[src/sv/snps_pkg.sv]
// Shared types and constants of the spoken-number player sequencer.
package snps_pkg;

  // Item kinds on the input channel; the fourth code is ignored.
  typedef enum logic [1:0] {
    OP_ANNOUNCE = 2'b00,
    OP_RX       = 2'b01,
    OP_POLL     = 2'b10
  } op_t;

  // Configuration register indexes.
  typedef enum logic [1:0] {
    CFG_FOLDER = 2'd0,
    CFG_EMPTY  = 2'd1,
    CFG_PLAY   = 2'd2,
    CFG_FINISH = 2'd3
  } cfg_idx_t;

  localparam logic [7:0] FOLDER_RESET = 8'd1;
  localparam logic [7:0] EMPTY_RESET  = 8'd0;
  localparam logic [7:0] PLAY_RESET   = 8'd15;
  localparam logic [7:0] FINISH_RESET = 8'd61;

  localparam logic [7:0] FRAME_START   = 8'h7E;
  localparam logic [7:0] FRAME_VERSION = 8'hFF;
  localparam logic [7:0] FRAME_LENGTH  = 8'h06;
  localparam logic [7:0] FRAME_END     = 8'hEF;
  localparam logic [3:0] FRAME_LAST    = 4'd9;

  localparam logic [7:0] CLIP_MINUS = 8'd250;
  localparam logic [7:0] CLIP_ZERO  = 8'd200;

  // Byte position in a received message that carries the command.
  localparam int RX_KEEP_POS = 3;

  localparam int MAG_W = 14;
  localparam logic [MAG_W-1:0] MAX_MAGNITUDE = 14'd9999;

  // Prefix, sign, four digit places and suffix.
  localparam int MAX_CLIPS  = 7;
  localparam int CLIP_CNT_W = $clog2(MAX_CLIPS + 1);

  localparam int CMD_FIFO_DEPTH = 4;
  localparam int CMD_PTR_W      = $clog2(CMD_FIFO_DEPTH);
  localparam int CMD_CNT_W      = $clog2(CMD_FIFO_DEPTH + 1);

  typedef struct packed {
    logic [7:0] folder_number;
    logic [7:0] empty_code;
    logic [7:0] play_command;
    logic [7:0] finish_code;
  } cfg_t;

  // A classified word handed from the front end to the back end.
  typedef struct packed {
    logic [1:0]                      op;
    logic [7:0]                      rx_byte;
    logic [CLIP_CNT_W-1:0]           n_clips;
    logic [MAX_CLIPS-1:0][7:0]       clips;
  } cmd_t;

endpackage

[src/sv/snps_front.sv]
// Front end: accepts input words, splits announce numbers into clips, packs commands.
module snps_front (
  input  logic                 clk,
  input  logic                 rst,
  input  logic                 in_valid,
  output logic                 in_stall,
  input  logic [1:0]           operation,
  input  logic [7:0]           prefix_clip,
  input  logic signed [14:0]   number,
  input  logic [7:0]           suffix_clip,
  input  logic [7:0]           rx_byte,
  input  logic [7:0]           empty_code,
  input  logic                 fifo_full,
  output logic                 push,
  output snps_pkg::cmd_t       push_cmd
);

  localparam int FE_STAGES = 4;

  localparam logic [2:0] SLOT_PREFIX    = 3'd0;
  localparam logic [2:0] SLOT_SIGN      = 3'd1;
  localparam logic [2:0] SLOT_THOUSANDS = 3'd2;
  localparam logic [2:0] SLOT_HUNDREDS  = 3'd3;
  localparam logic [2:0] SLOT_TENS      = 3'd4;
  localparam logic [2:0] SLOT_ONES      = 3'd5;
  localparam logic [2:0] SLOT_SUFFIX    = 3'd6;

  localparam logic [snps_pkg::MAG_W-1:0] PLACE_THOUSANDS = 14'd1000;
  localparam logic [snps_pkg::MAG_W-1:0] PLACE_HUNDREDS  = 14'd100;
  localparam logic [snps_pkg::MAG_W-1:0] PLACE_TENS      = 14'd10;
  localparam logic [snps_pkg::MAG_W-1:0] PLACE_ONES      = 14'd1;
  localparam logic [7:0] BASE_THOUSANDS = 8'd40;
  localparam logic [7:0] BASE_HUNDREDS  = 8'd30;
  localparam logic [7:0] BASE_TENS      = 8'd20;
  localparam logic [7:0] BASE_ONES      = 8'd10;
  localparam logic [snps_pkg::MAG_W-1:0] TEEN_LIMIT = 14'd19;

  typedef struct packed {
    logic [1:0]                          op;
    logic [7:0]                          rx_byte;
    logic [snps_pkg::MAG_W-1:0]          r;
    logic [snps_pkg::MAX_CLIPS-1:0][7:0] slot;
    logic [snps_pkg::MAX_CLIPS-1:0]      slot_v;
  } fe_item_t;

  // One digit place: nine parallel compares against the place multiples pick
  // the digit. Once the rest is 1..19 it goes out whole as a single clip.
  function automatic fe_item_t place_apply(input fe_item_t it,
                                           input logic [snps_pkg::MAG_W-1:0] place,
                                           input logic [7:0] base,
                                           input logic [2:0] slot);
    fe_item_t                   o;
    logic [3:0]                 d;
    logic [snps_pkg::MAG_W-1:0] sub;
    o = it;
    d = '0;
    sub = '0;
    o.slot_v[slot] = 1'b0;
    o.slot[slot] = '0;
    for (int k = 1; k < 10; k++) begin
      if (it.r >= snps_pkg::MAG_W'(k) * place) begin
        d = 4'(k);
        sub = snps_pkg::MAG_W'(k) * place;
      end
    end
    if (it.r > TEEN_LIMIT) begin
      o.r = it.r - sub;
      o.slot[slot] = base + 8'(d);
      o.slot_v[slot] = (d != 4'd0);
    end else if (it.r != '0) begin
      o.r = '0;
      o.slot[slot] = it.r[7:0];
      o.slot_v[slot] = 1'b1;
    end
    return o;
  endfunction

  logic                  advance;
  logic [FE_STAGES-1:0]  st_v;
  fe_item_t              st [FE_STAGES];
  fe_item_t              stage_in;
  fe_item_t              after_th;
  fe_item_t              after_hu;
  fe_item_t              after_te;
  fe_item_t              last_item;
  logic [14:0]           num_bits;
  logic [14:0]           abs_val;
  logic [snps_pkg::MAG_W-1:0] mag;
  logic                  neg;
  logic [snps_pkg::CLIP_CNT_W-1:0] cnt;
  logic [snps_pkg::MAX_CLIPS-1:0][7:0] packed_clips;
  logic                  is_cmd;

  // The whole pipeline moves as one; it freezes only when the last stage
  // holds a word that the command queue cannot take.
  assign advance  = !(st_v[FE_STAGES-1] && fifo_full);
  assign in_stall = !advance;

  always_comb begin
    num_bits = number;
    neg = num_bits[14];
    abs_val = neg ? (~num_bits + 15'd1) : num_bits;
    mag = (abs_val > {1'b0, snps_pkg::MAX_MAGNITUDE}) ? snps_pkg::MAX_MAGNITUDE
                                                       : abs_val[13:0];
    stage_in = '0;
    stage_in.op = operation;
    stage_in.rx_byte = rx_byte;
    stage_in.r = mag;
    stage_in.slot[SLOT_PREFIX] = prefix_clip;
    stage_in.slot_v[SLOT_PREFIX] = (prefix_clip != empty_code);
    if (neg) begin
      stage_in.slot[SLOT_SIGN] = snps_pkg::CLIP_MINUS;
      stage_in.slot_v[SLOT_SIGN] = 1'b1;
    end else if (mag == '0) begin
      stage_in.slot[SLOT_SIGN] = snps_pkg::CLIP_ZERO;
      stage_in.slot_v[SLOT_SIGN] = 1'b1;
    end
    stage_in.slot[SLOT_SUFFIX] = suffix_clip;
    stage_in.slot_v[SLOT_SUFFIX] = (suffix_clip != empty_code);
  end

  always_comb begin
    after_th  = place_apply(st[0], PLACE_THOUSANDS, BASE_THOUSANDS, SLOT_THOUSANDS);
    after_hu  = place_apply(st[1], PLACE_HUNDREDS, BASE_HUNDREDS, SLOT_HUNDREDS);
    after_te  = place_apply(st[2], PLACE_TENS, BASE_TENS, SLOT_TENS);
    last_item = place_apply(st[3], PLACE_ONES, BASE_ONES, SLOT_ONES);
  end

  always_ff @(posedge clk) begin
    if (rst) begin
      st_v <= '0;
    end else if (advance) begin
      st_v <= {st_v[FE_STAGES-2:0], in_valid};
    end
  end

  always_ff @(posedge clk) begin
    if (advance) begin
      st[0] <= stage_in;
      st[1] <= after_th;
      st[2] <= after_hu;
      st[3] <= after_te;
    end
  end

  // Squeeze the used slots to the front of the clip list, in slot order.
  always_comb begin
    cnt = '0;
    packed_clips = '0;
    for (int s = 0; s < snps_pkg::MAX_CLIPS; s++) begin
      if (last_item.slot_v[s]) begin
        packed_clips[cnt] = last_item.slot[s];
        cnt = cnt + 1'b1;
      end
    end
  end

  assign is_cmd = (last_item.op == snps_pkg::OP_ANNOUNCE) ||
                  (last_item.op == snps_pkg::OP_RX) ||
                  (last_item.op == snps_pkg::OP_POLL);

  assign push = st_v[FE_STAGES-1] && !fifo_full && is_cmd;

  always_comb begin
    push_cmd.op      = last_item.op;
    push_cmd.rx_byte = last_item.rx_byte;
    push_cmd.n_clips = cnt;
    push_cmd.clips   = packed_clips;
  end

endmodule

[src/sv/snps_fifo.sv]
// Short command queue between the front end and the back end.
module snps_fifo (
  input  logic           clk,
  input  logic           rst,
  input  logic           push,
  input  snps_pkg::cmd_t push_cmd,
  output logic           full,
  input  logic           pop,
  output logic           avail,
  output snps_pkg::cmd_t pop_cmd
);

  snps_pkg::cmd_t                     mem [snps_pkg::CMD_FIFO_DEPTH];
  logic [snps_pkg::CMD_PTR_W-1:0]     wr_ptr;
  logic [snps_pkg::CMD_PTR_W-1:0]     rd_ptr;
  logic [snps_pkg::CMD_CNT_W-1:0]     count;

  assign full    = (count == snps_pkg::CMD_CNT_W'(snps_pkg::CMD_FIFO_DEPTH));
  assign avail   = (count != '0);
  assign pop_cmd = mem[rd_ptr];

  always_ff @(posedge clk) begin
    if (rst) begin
      wr_ptr <= '0;
      rd_ptr <= '0;
      count  <= '0;
    end else begin
      if (push) begin
        wr_ptr <= wr_ptr + 1'b1;
      end
      if (pop) begin
        rd_ptr <= rd_ptr + 1'b1;
      end
      if (push && !pop) begin
        count <= count + 1'b1;
      end else if (pop && !push) begin
        count <= count - 1'b1;
      end
    end
  end

  always_ff @(posedge clk) begin
    if (push) begin
      mem[wr_ptr] <= push_cmd;
    end
  end

`ifndef SYNTHESIS
  a_no_overflow: assert property (@(posedge clk) disable iff (rst) !(push && full))
    else $error("command queue written while full");
  a_no_underflow: assert property (@(posedge clk) disable iff (rst) !(pop && !avail))
    else $error("command queue read while empty");
  a_count_bound: assert property (@(posedge clk) disable iff (rst)
      count <= snps_pkg::CMD_CNT_W'(snps_pkg::CMD_FIFO_DEPTH))
    else $error("command queue count beyond depth");
`endif

endmodule

[src/sv/snps_back.sv]
// Back end: clip queue, receiver state, ready flag and the serial frame sender.
module snps_back #(
  parameter int QUEUE_DEPTH    = 10,
  parameter int RX_BUFFER_SIZE = 16
) (
  input  logic           clk,
  input  logic           rst,
  input  snps_pkg::cfg_t cfg,
  input  logic           cmd_avail,
  input  snps_pkg::cmd_t cmd,
  output logic           pop,
  output logic           out_valid,
  input  logic           out_stall,
  output logic [7:0]     tx_byte,
  output logic           frame_last
);

  localparam int IDX_W = $clog2(QUEUE_DEPTH);
  localparam int CNT_W = $clog2(QUEUE_DEPTH + 1);
  localparam int RXC_W = $clog2(RX_BUFFER_SIZE + 1);

  logic [7:0]       clip_q [QUEUE_DEPTH];
  logic [7:0]       fill   [QUEUE_DEPTH];
  logic [CNT_W-1:0] rd_idx;
  logic             ready_flag;
  logic [RXC_W-1:0] rx_count;
  logic [RXC_W-1:0] rx_count_inc;
  logic [7:0]       rx_third;
  logic [7:0]       rx_third_new;

  logic             frm_active;
  logic [3:0]       frm_pos;
  logic [7:0]       frm_clip;
  logic [15:0]      frm_chk;
  logic [15:0]      sum16;
  logic [7:0]       cur_clip;
  logic [7:0]       frame_byte;

  logic             load_out;
  logic             last_load;
  logic             poll_hit;
  logic             fire;

  assign cur_clip  = clip_q[rd_idx[IDX_W-1:0]];
  assign poll_hit  = ready_flag && (rd_idx < CNT_W'(QUEUE_DEPTH)) &&
                     (cur_clip != cfg.empty_code);

  // The output register takes a new frame byte whenever it is empty or drained.
  assign load_out  = frm_active && (!out_valid || !out_stall);
  assign last_load = load_out && (frm_pos == snps_pkg::FRAME_LAST);
  assign pop       = cmd_avail && (!frm_active || last_load);
  assign fire      = pop && (cmd.op == snps_pkg::OP_POLL) && poll_hit;

  assign sum16 = 16'(snps_pkg::FRAME_VERSION) + 16'(snps_pkg::FRAME_LENGTH) +
                 16'(cfg.play_command) + 16'(cfg.folder_number) + 16'(cur_clip);

  assign rx_count_inc = rx_count + 1'b1;
  assign rx_third_new = (rx_count == RXC_W'(snps_pkg::RX_KEEP_POS)) ? cmd.rx_byte
                                                                     : rx_third;

  // An announce rewrites the whole queue: packed clips first, empty after.
  always_comb begin
    for (int j = 0; j < QUEUE_DEPTH; j++) begin
      fill[j] = cfg.empty_code;
    end
    for (int k = 0; k < snps_pkg::MAX_CLIPS; k++) begin
      if (snps_pkg::CLIP_CNT_W'(k) < cmd.n_clips) begin
        fill[k] = cmd.clips[k];
      end
    end
  end

  always_comb begin
    case (frm_pos)
      4'd0:    frame_byte = snps_pkg::FRAME_START;
      4'd1:    frame_byte = snps_pkg::FRAME_VERSION;
      4'd2:    frame_byte = snps_pkg::FRAME_LENGTH;
      4'd3:    frame_byte = cfg.play_command;
      4'd4:    frame_byte = 8'd0;
      4'd5:    frame_byte = cfg.folder_number;
      4'd6:    frame_byte = frm_clip;
      4'd7:    frame_byte = frm_chk[15:8];
      4'd8:    frame_byte = frm_chk[7:0];
      default: frame_byte = snps_pkg::FRAME_END;
    endcase
  end

  always_ff @(posedge clk) begin
    if (rst) begin
      for (int j = 0; j < QUEUE_DEPTH; j++) begin
        clip_q[j] <= snps_pkg::EMPTY_RESET;
      end
      rd_idx     <= '0;
      ready_flag <= 1'b0;
      rx_count   <= '0;
      rx_third   <= '0;
      frm_active <= 1'b0;
      frm_pos    <= '0;
      out_valid  <= 1'b0;
    end else begin
      if (pop) begin
        unique case (cmd.op)
          snps_pkg::OP_ANNOUNCE: begin
            clip_q     <= fill;
            rd_idx     <= '0;
            ready_flag <= 1'b1;
          end
          snps_pkg::OP_RX: begin
            if (cmd.rx_byte == snps_pkg::FRAME_END) begin
              if (rx_third_new == cfg.finish_code) begin
                ready_flag <= 1'b1;
              end
              rx_count <= '0;
              rx_third <= '0;
            end else if (rx_count_inc >= RXC_W'(RX_BUFFER_SIZE)) begin
              rx_count <= '0;
              rx_third <= '0;
            end else begin
              rx_count <= rx_count_inc;
              rx_third <= rx_third_new;
            end
          end
          snps_pkg::OP_POLL: begin
            if (poll_hit) begin
              rd_idx     <= rd_idx + 1'b1;
              rx_count   <= '0;
              rx_third   <= '0;
              ready_flag <= 1'b0;
            end
          end
          default: begin
          end
        endcase
      end

      // A new frame may start in the cycle the previous one hands over its end byte.
      if (fire) begin
        frm_active <= 1'b1;
        frm_pos    <= '0;
      end else if (last_load) begin
        frm_active <= 1'b0;
      end else if (load_out) begin
        frm_pos <= frm_pos + 1'b1;
      end

      if (load_out) begin
        out_valid <= 1'b1;
      end else if (!out_stall) begin
        out_valid <= 1'b0;
      end
    end
  end

  always_ff @(posedge clk) begin
    if (fire) begin
      frm_clip <= cur_clip;
      frm_chk  <= 16'd0 - sum16;
    end
    if (load_out) begin
      tx_byte    <= frame_byte;
      frame_last <= (frm_pos == snps_pkg::FRAME_LAST);
    end
  end

`ifndef SYNTHESIS
  a_last_is_end: assert property (@(posedge clk) disable iff (rst)
      (out_valid && frame_last) |-> (tx_byte == snps_pkg::FRAME_END))
    else $error("frame closed on a byte other than the end byte");
  a_idx_bound: assert property (@(posedge clk) disable iff (rst)
      rd_idx <= CNT_W'(QUEUE_DEPTH))
    else $error("clip queue read index beyond depth");
  a_rx_bound: assert property (@(posedge clk) disable iff (rst)
      rx_count < RXC_W'(RX_BUFFER_SIZE))
    else $error("receive count reached buffer size");
  a_fire_starts: assert property (@(posedge clk) disable iff (rst)
      fire |=> (frm_active && (frm_pos == 4'd0)))
    else $error("accepted poll did not start a frame");
`endif

endmodule

[src/sv/spoken_number_player_sequencer_top.sv]
// Top level of the spoken-number player sequencer: configuration registers and wiring.
//
//   channel   handshake              payload
//   in        in_valid / in_stall    operation, prefix_clip, number, suffix_clip, rx_byte
//   out       out_valid / out_stall  tx_byte, frame_last
//   config    cfg_we                 cfg_index, cfg_data
//
// Announce and received-byte words are taken one per cycle while in_stall is low. A poll
// that plays a clip sends ten bytes, one per cycle through the output register while
// out_stall is low; the back end takes no other word until the last byte is loaded.
// Reset is synchronous and leaves every clip queue entry at zero. An output stall holds
// the frame and the back end; the four-word command queue then fills, the front pipeline
// freezes and in_stall rises.
module spoken_number_player_sequencer_top #(
  parameter int QUEUE_DEPTH    = 10,
  parameter int RX_BUFFER_SIZE = 16
) (
  input  logic                clk,
  input  logic                rst,
  input  logic                in_valid,
  output logic                in_stall,
  input  logic [1:0]          operation,
  input  logic [7:0]          prefix_clip,
  input  logic signed [14:0]  number,
  input  logic [7:0]          suffix_clip,
  input  logic [7:0]          rx_byte,
  output logic                out_valid,
  input  logic                out_stall,
  output logic [7:0]          tx_byte,
  output logic                frame_last,
  input  logic                cfg_we,
  input  logic [1:0]          cfg_index,
  input  logic [7:0]          cfg_data
);

  snps_pkg::cfg_t cfg;
  snps_pkg::cmd_t push_cmd;
  snps_pkg::cmd_t pop_cmd;
  logic           push;
  logic           pop;
  logic           fifo_full;
  logic           cmd_avail;

  always_ff @(posedge clk) begin
    if (rst) begin
      cfg.folder_number <= snps_pkg::FOLDER_RESET;
      cfg.empty_code    <= snps_pkg::EMPTY_RESET;
      cfg.play_command  <= snps_pkg::PLAY_RESET;
      cfg.finish_code   <= snps_pkg::FINISH_RESET;
    end else if (cfg_we) begin
      unique case (snps_pkg::cfg_idx_t'(cfg_index))
        snps_pkg::CFG_FOLDER: cfg.folder_number <= cfg_data;
        snps_pkg::CFG_EMPTY:  cfg.empty_code    <= cfg_data;
        snps_pkg::CFG_PLAY:   cfg.play_command  <= cfg_data;
        snps_pkg::CFG_FINISH: cfg.finish_code   <= cfg_data;
        default: begin
        end
      endcase
    end
  end

  snps_front u_front (
    .clk         (clk),
    .rst         (rst),
    .in_valid    (in_valid),
    .in_stall    (in_stall),
    .operation   (operation),
    .prefix_clip (prefix_clip),
    .number      (number),
    .suffix_clip (suffix_clip),
    .rx_byte     (rx_byte),
    .empty_code  (cfg.empty_code),
    .fifo_full   (fifo_full),
    .push        (push),
    .push_cmd    (push_cmd)
  );

  snps_fifo u_fifo (
    .clk      (clk),
    .rst      (rst),
    .push     (push),
    .push_cmd (push_cmd),
    .full     (fifo_full),
    .pop      (pop),
    .avail    (cmd_avail),
    .pop_cmd  (pop_cmd)
  );

  snps_back #(
    .QUEUE_DEPTH    (QUEUE_DEPTH),
    .RX_BUFFER_SIZE (RX_BUFFER_SIZE)
  ) u_back (
    .clk        (clk),
    .rst        (rst),
    .cfg        (cfg),
    .cmd_avail  (cmd_avail),
    .cmd        (pop_cmd),
    .pop        (pop),
    .out_valid  (out_valid),
    .out_stall  (out_stall),
    .tx_byte    (tx_byte),
    .frame_last (frame_last)
  );

endmodule
[config.mk]
export PLATFORM = sky130hd
export DESIGN_NAME = spoken_number_player_sequencer_top
export DESIGN_NICKNAME = d
export VERILOG_FILES = /design/src/sv/snps_pkg.sv /design/src/sv/snps_front.sv /design/src/sv/snps_fifo.sv /design/src/sv/snps_back.sv /design/src/sv/spoken_number_player_sequencer_top.sv
export SDC_FILE = /design/constraint.sdc
export NUM_CORES = 1
export LEC_CHECK = 0
export ABC_AREA = 1
export BUFFER_PORTS_ARGS = -buffer_cell sky130_fd_sc_hd__buf_2
export CORE_MARGIN = 3
export CORE_UTILIZATION = 50
export CTS_CLUSTER_SIZE = 25
export DETAILED_ROUTE_END_ITERATION = 8
export PLACE_DENSITY = 0.68
export SETUP_SLACK_MARGIN = 0.4
export SKIP_LAST_GASP = 1
export SLEW_MARGIN = 20
export SYNTH_ARGS = -nofsm -noshare
export SYNTH_HDL_FRONTEND = slang
export SYNTH_SLANG_ARGS = --single-unit
[constraint.sdc]
create_clock -name clk -period 7.7 [get_ports clk]
set_clock_uncertainty 0.15 [all_clocks]
set_input_delay 0.77 -clock clk [delete_from_list [all_inputs] [get_ports clk]]
set_output_delay 0.77 -clock clk [all_outputs]
set_load 0.1 [all_outputs]
==> results.yml <==
power:
  finalPower_mw: 12.5
  ir_drop_mv: 0.206
  p_int_mw: 7.84
  swShare_pct: 37.2
  seqPwrFrac_pct: 39.9
  clockPowerShare_pct: 27.0
  leakagePower_nw: 13.6
  power_density_mw_per_mm2: 355
  p_switching_mw: 4.66
  pwr-share-comb_pct: 33.1
route:
  wl_per_cell_microns: 19.6
  ant_nets: 0
  route.detailed.drc: 0
  first_iter_violations: 2200
  firstDrtPassIters: 6
  dr_total_vias: 23600
  drt-total-wl_microns: 81600
  vias_per_cell: 5.67
worst_setup_path:
  worst-path-max-fanout: 24
  critPathKind: "reg2reg"
  cp.arrival_ps: 5380
  startpoint_type: "register"
  cp-end-kind: "register"
  r2r_end: "u_back.frm_chk[9]"
  r2r-start: "u_back.rd_idx[0]"
  cp.required_ps: 7910
  crit_path_start: "u_back.rd_idx[0]"
  reg2reg_depth: 21
  rrSetupSlack_ps: 2530
layout:
  layout_commonest_cell: "nand2_1"
  syn_to_final_growth_pct: 10.8
  drive_above_1_share_pct: 7.78
  mostFrequentLayoutCells: "nand2_1 (568), edfxtp_1 (543), o21ai_0 (404)"
  stdcell_count: 4166
  finalNetCount: 3413
timing:
  rsz0062_at_grt: "false"
  fmax_ghz: 0.194
  fin_setup_tns_ps: 0
  setup_viol: 0
  timing.final.crit_share_pct: 67.1
  finalCriticalPeriod_ps: 5170
  setup_slack_ps: 2530
  slew_viol_final: 0
  worst_pin_slew_ps: 1120
  hold_viol: 0
  hold_slack_ps: 170
  relSlewSlack_pct: 24.7
placement:
  gp_congestion: 0.962
  pre_cts_ws_ps: 2620
  dp_hpwl_microns: 57800
  dpl.cell_count: 4038
  numPortBuffers: 66
flow_run:
  maxCapViolCount: 0
die:
  core_sq_mm: 0.0623
  die_x_microns: 258
  fp.dieH_microns: 258
  rows: 91
  die_area_sq_mm: 0.0667
  start_util_pct: 51.1
  io_pins: 67
clocking:
  clkSinkCount: 676
  cts_tree: "yes"
  clock_latency_ps: 630
  htreeDepth: 3
  root_buffer: "clkbuf_16"
  postCtsSetupBuffers: 0
  numCtsBuffers: 72
  clkTransAtPathRegs_ps: 60
  cts-resized-gates: 0
  hold_buffers: 0
  clk_path_buf_depth: 3
min_path:
  min_to: "u_front.st[0][77]"
  hold_path_class: "in2reg"
  hold_path_depth: 1
  min_from: "rx_byte[0]"
logic_synthesis:
  synth_area_per_cell_sq_um: 9.86
  synth_top_family_by_area: "simple AND/OR/NAND/NOR gates"
  synth_compound_area_share_pct: 13.8
  synthFlopType: "edfxtp_1"
  synth_xor_area_share_pct: 1.97
  synthAdderAreaFrac_pct: 3.53
  ys_seq_elements: 676
  async_flop_share_pct: 0
  synth-simple-area-share_pct: 15.1
  syn_inst: 3226
  muxShareOfSynthArea_pct: 0.157
  ys_warn_count: 0
  syn-cell-area_sq_mm: 0.0318
  synth.distinct_cells: 61
  synth_edf_count: 543
  ys_seq_area_share_pct: 59.6
grt:
  grt_pass1_vias: 22400
  grt_overflow: 0
  antenna_found_initial: 4
  grt_max_degree: 206
  track_usage_pct: 24.2
  grt_pass1_wl_microns: 126000
run_status:
  status: "finished, final reports clean"
==> worst max-delay path by stage <==
stage                         end  depth (start not counted)
3_3_place_gp   u_back.frm_chk[15]                         21
3_5_place_dp   u_back.frm_chk[11]                         21
5_1_grt        u_back.frm_chk[15]                         21
2_1_floorplan            in_stall                          3
4_1_cts         u_back.frm_chk[9]                         21
6_report        u_back.frm_chk[9]                         21
==> cells by family after synthesis <==
kind of cell,Yosys count
other,1
multiplexers,5
AND/OR/NAND/NOR,1162
buffers and inverters,462
XOR/XNOR,65
AO/OA/AOI/OAI,773
adder cells (fa/ha/maj),82
flip-flops,676
==> synthesized netlist by cell type (13+ instances only) <==
master / count / area [sq um]
nand3_1: 153 / 766
a21oi_1: 122 / 611
xnor2_1: 25 / 219
o22ai_1: 98 / 613
dfxtp_1: 133 / 2660
nor3_1: 36 / 180
edfxtp_1: 543 / 16300
fa_1: 13 / 260
buf_2: 28 / 140
inv_1: 333 / 1250
o21ai_1: 28 / 140
ha_1: 69 / 863
clkbuf_1: 69 / 259
nor2_1: 343 / 1290
o21ai_2: 16 / 140
nand2_1: 568 / 2130
a31oi_1: 16 / 100
xor2_1: 37 / 324
o21ai_0: 404 / 2020
nand4_1: 21 / 131
==> stage by stage <==
| step | util [%] | cell area [sq um] |
|---|---|---|
| CTS | 56.6 | 35200 |
| global route | 56.6 | 35200 |
| floorplan | - | 31800 |
| detailed placement | 52.8 | 32900 |
| finish | 56.6 | 35200 |
| global placement | 52.8 | 32900 |
==> power groups by stage <==
stage | registers, mW | clock network, mW | logic (mW)
2_1_floorplan | 4.93 | 0 | 2.98
3_3_place_gp | 5.04 | 0 | 3.95
3_5_place_dp | 5.06 | 0 | 4.07
4_1_cts | 4.98 | 3.45 | 4.09
5_1_grt | 5.03 | 3.59 | 4.63
6_report | 4.99 | 3.38 | 4.14
==> registers in the layout, indices dropped and copies added, names as in the netlist, named ones only <==
signal,count
cfg,32
u_back.clip_q,64
u_back.frame_last,1
u_back.frm_active,1
u_back.frm_chk,16
u_back.frm_clip,8
u_back.frm_pos,4
u_back.out_valid,1
u_back.rd_idx,4
u_back.ready_flag,1
u_back.rx_count,5
u_back.rx_third,8
u_back.tx_byte,8
u_fifo.count,3
u_fifo.mem,276
u_fifo.rd_ptr,2
u_fifo.wr_ptr,2
u_front.st,234
u_front.st_v,4
==> layout make-up <==
type                    count  area [sq um]
fillers                  5316         27000
flip-flops and latches    676         19000
multi-input cells        2093         11100
clock buffers              97          1960
inverters                 349          1310
well taps                 837          1050
repair buffers             83           483
clock inverters            30           387
diodes                      1          2.50
==> critical path: stages (launching register included) <==
cell and delay [ps]:
dfxtp_1 880, inv_1 560, nand2_1 370, nor2_1 80
nor2_1 90, nand3_1 80, nand3_1 100, nand2_1 110
ha_1 290, inv_1 50, fa_1 530, ha_1 180
inv_1 60, fa_1 390, nor2_1 130, a211oi_1 70
nor2_1 100, o21ai_0 80, nand2_1 100, a21oi_1 70
o21bai_1 280, xor2_1 130
==> metal layers <==
metal	up-vias	track usage, %	routed length, microns	part of all wire, %
met5	-	0	0	0
met4	0	7.74	2170	2.7
met1	11400	33.4	35900	44
li1	11300	-	-	-
met3	148	3.94	5350	6.6
met2	789	39.3	38200	47
Power figures use the tool's default switching activity.
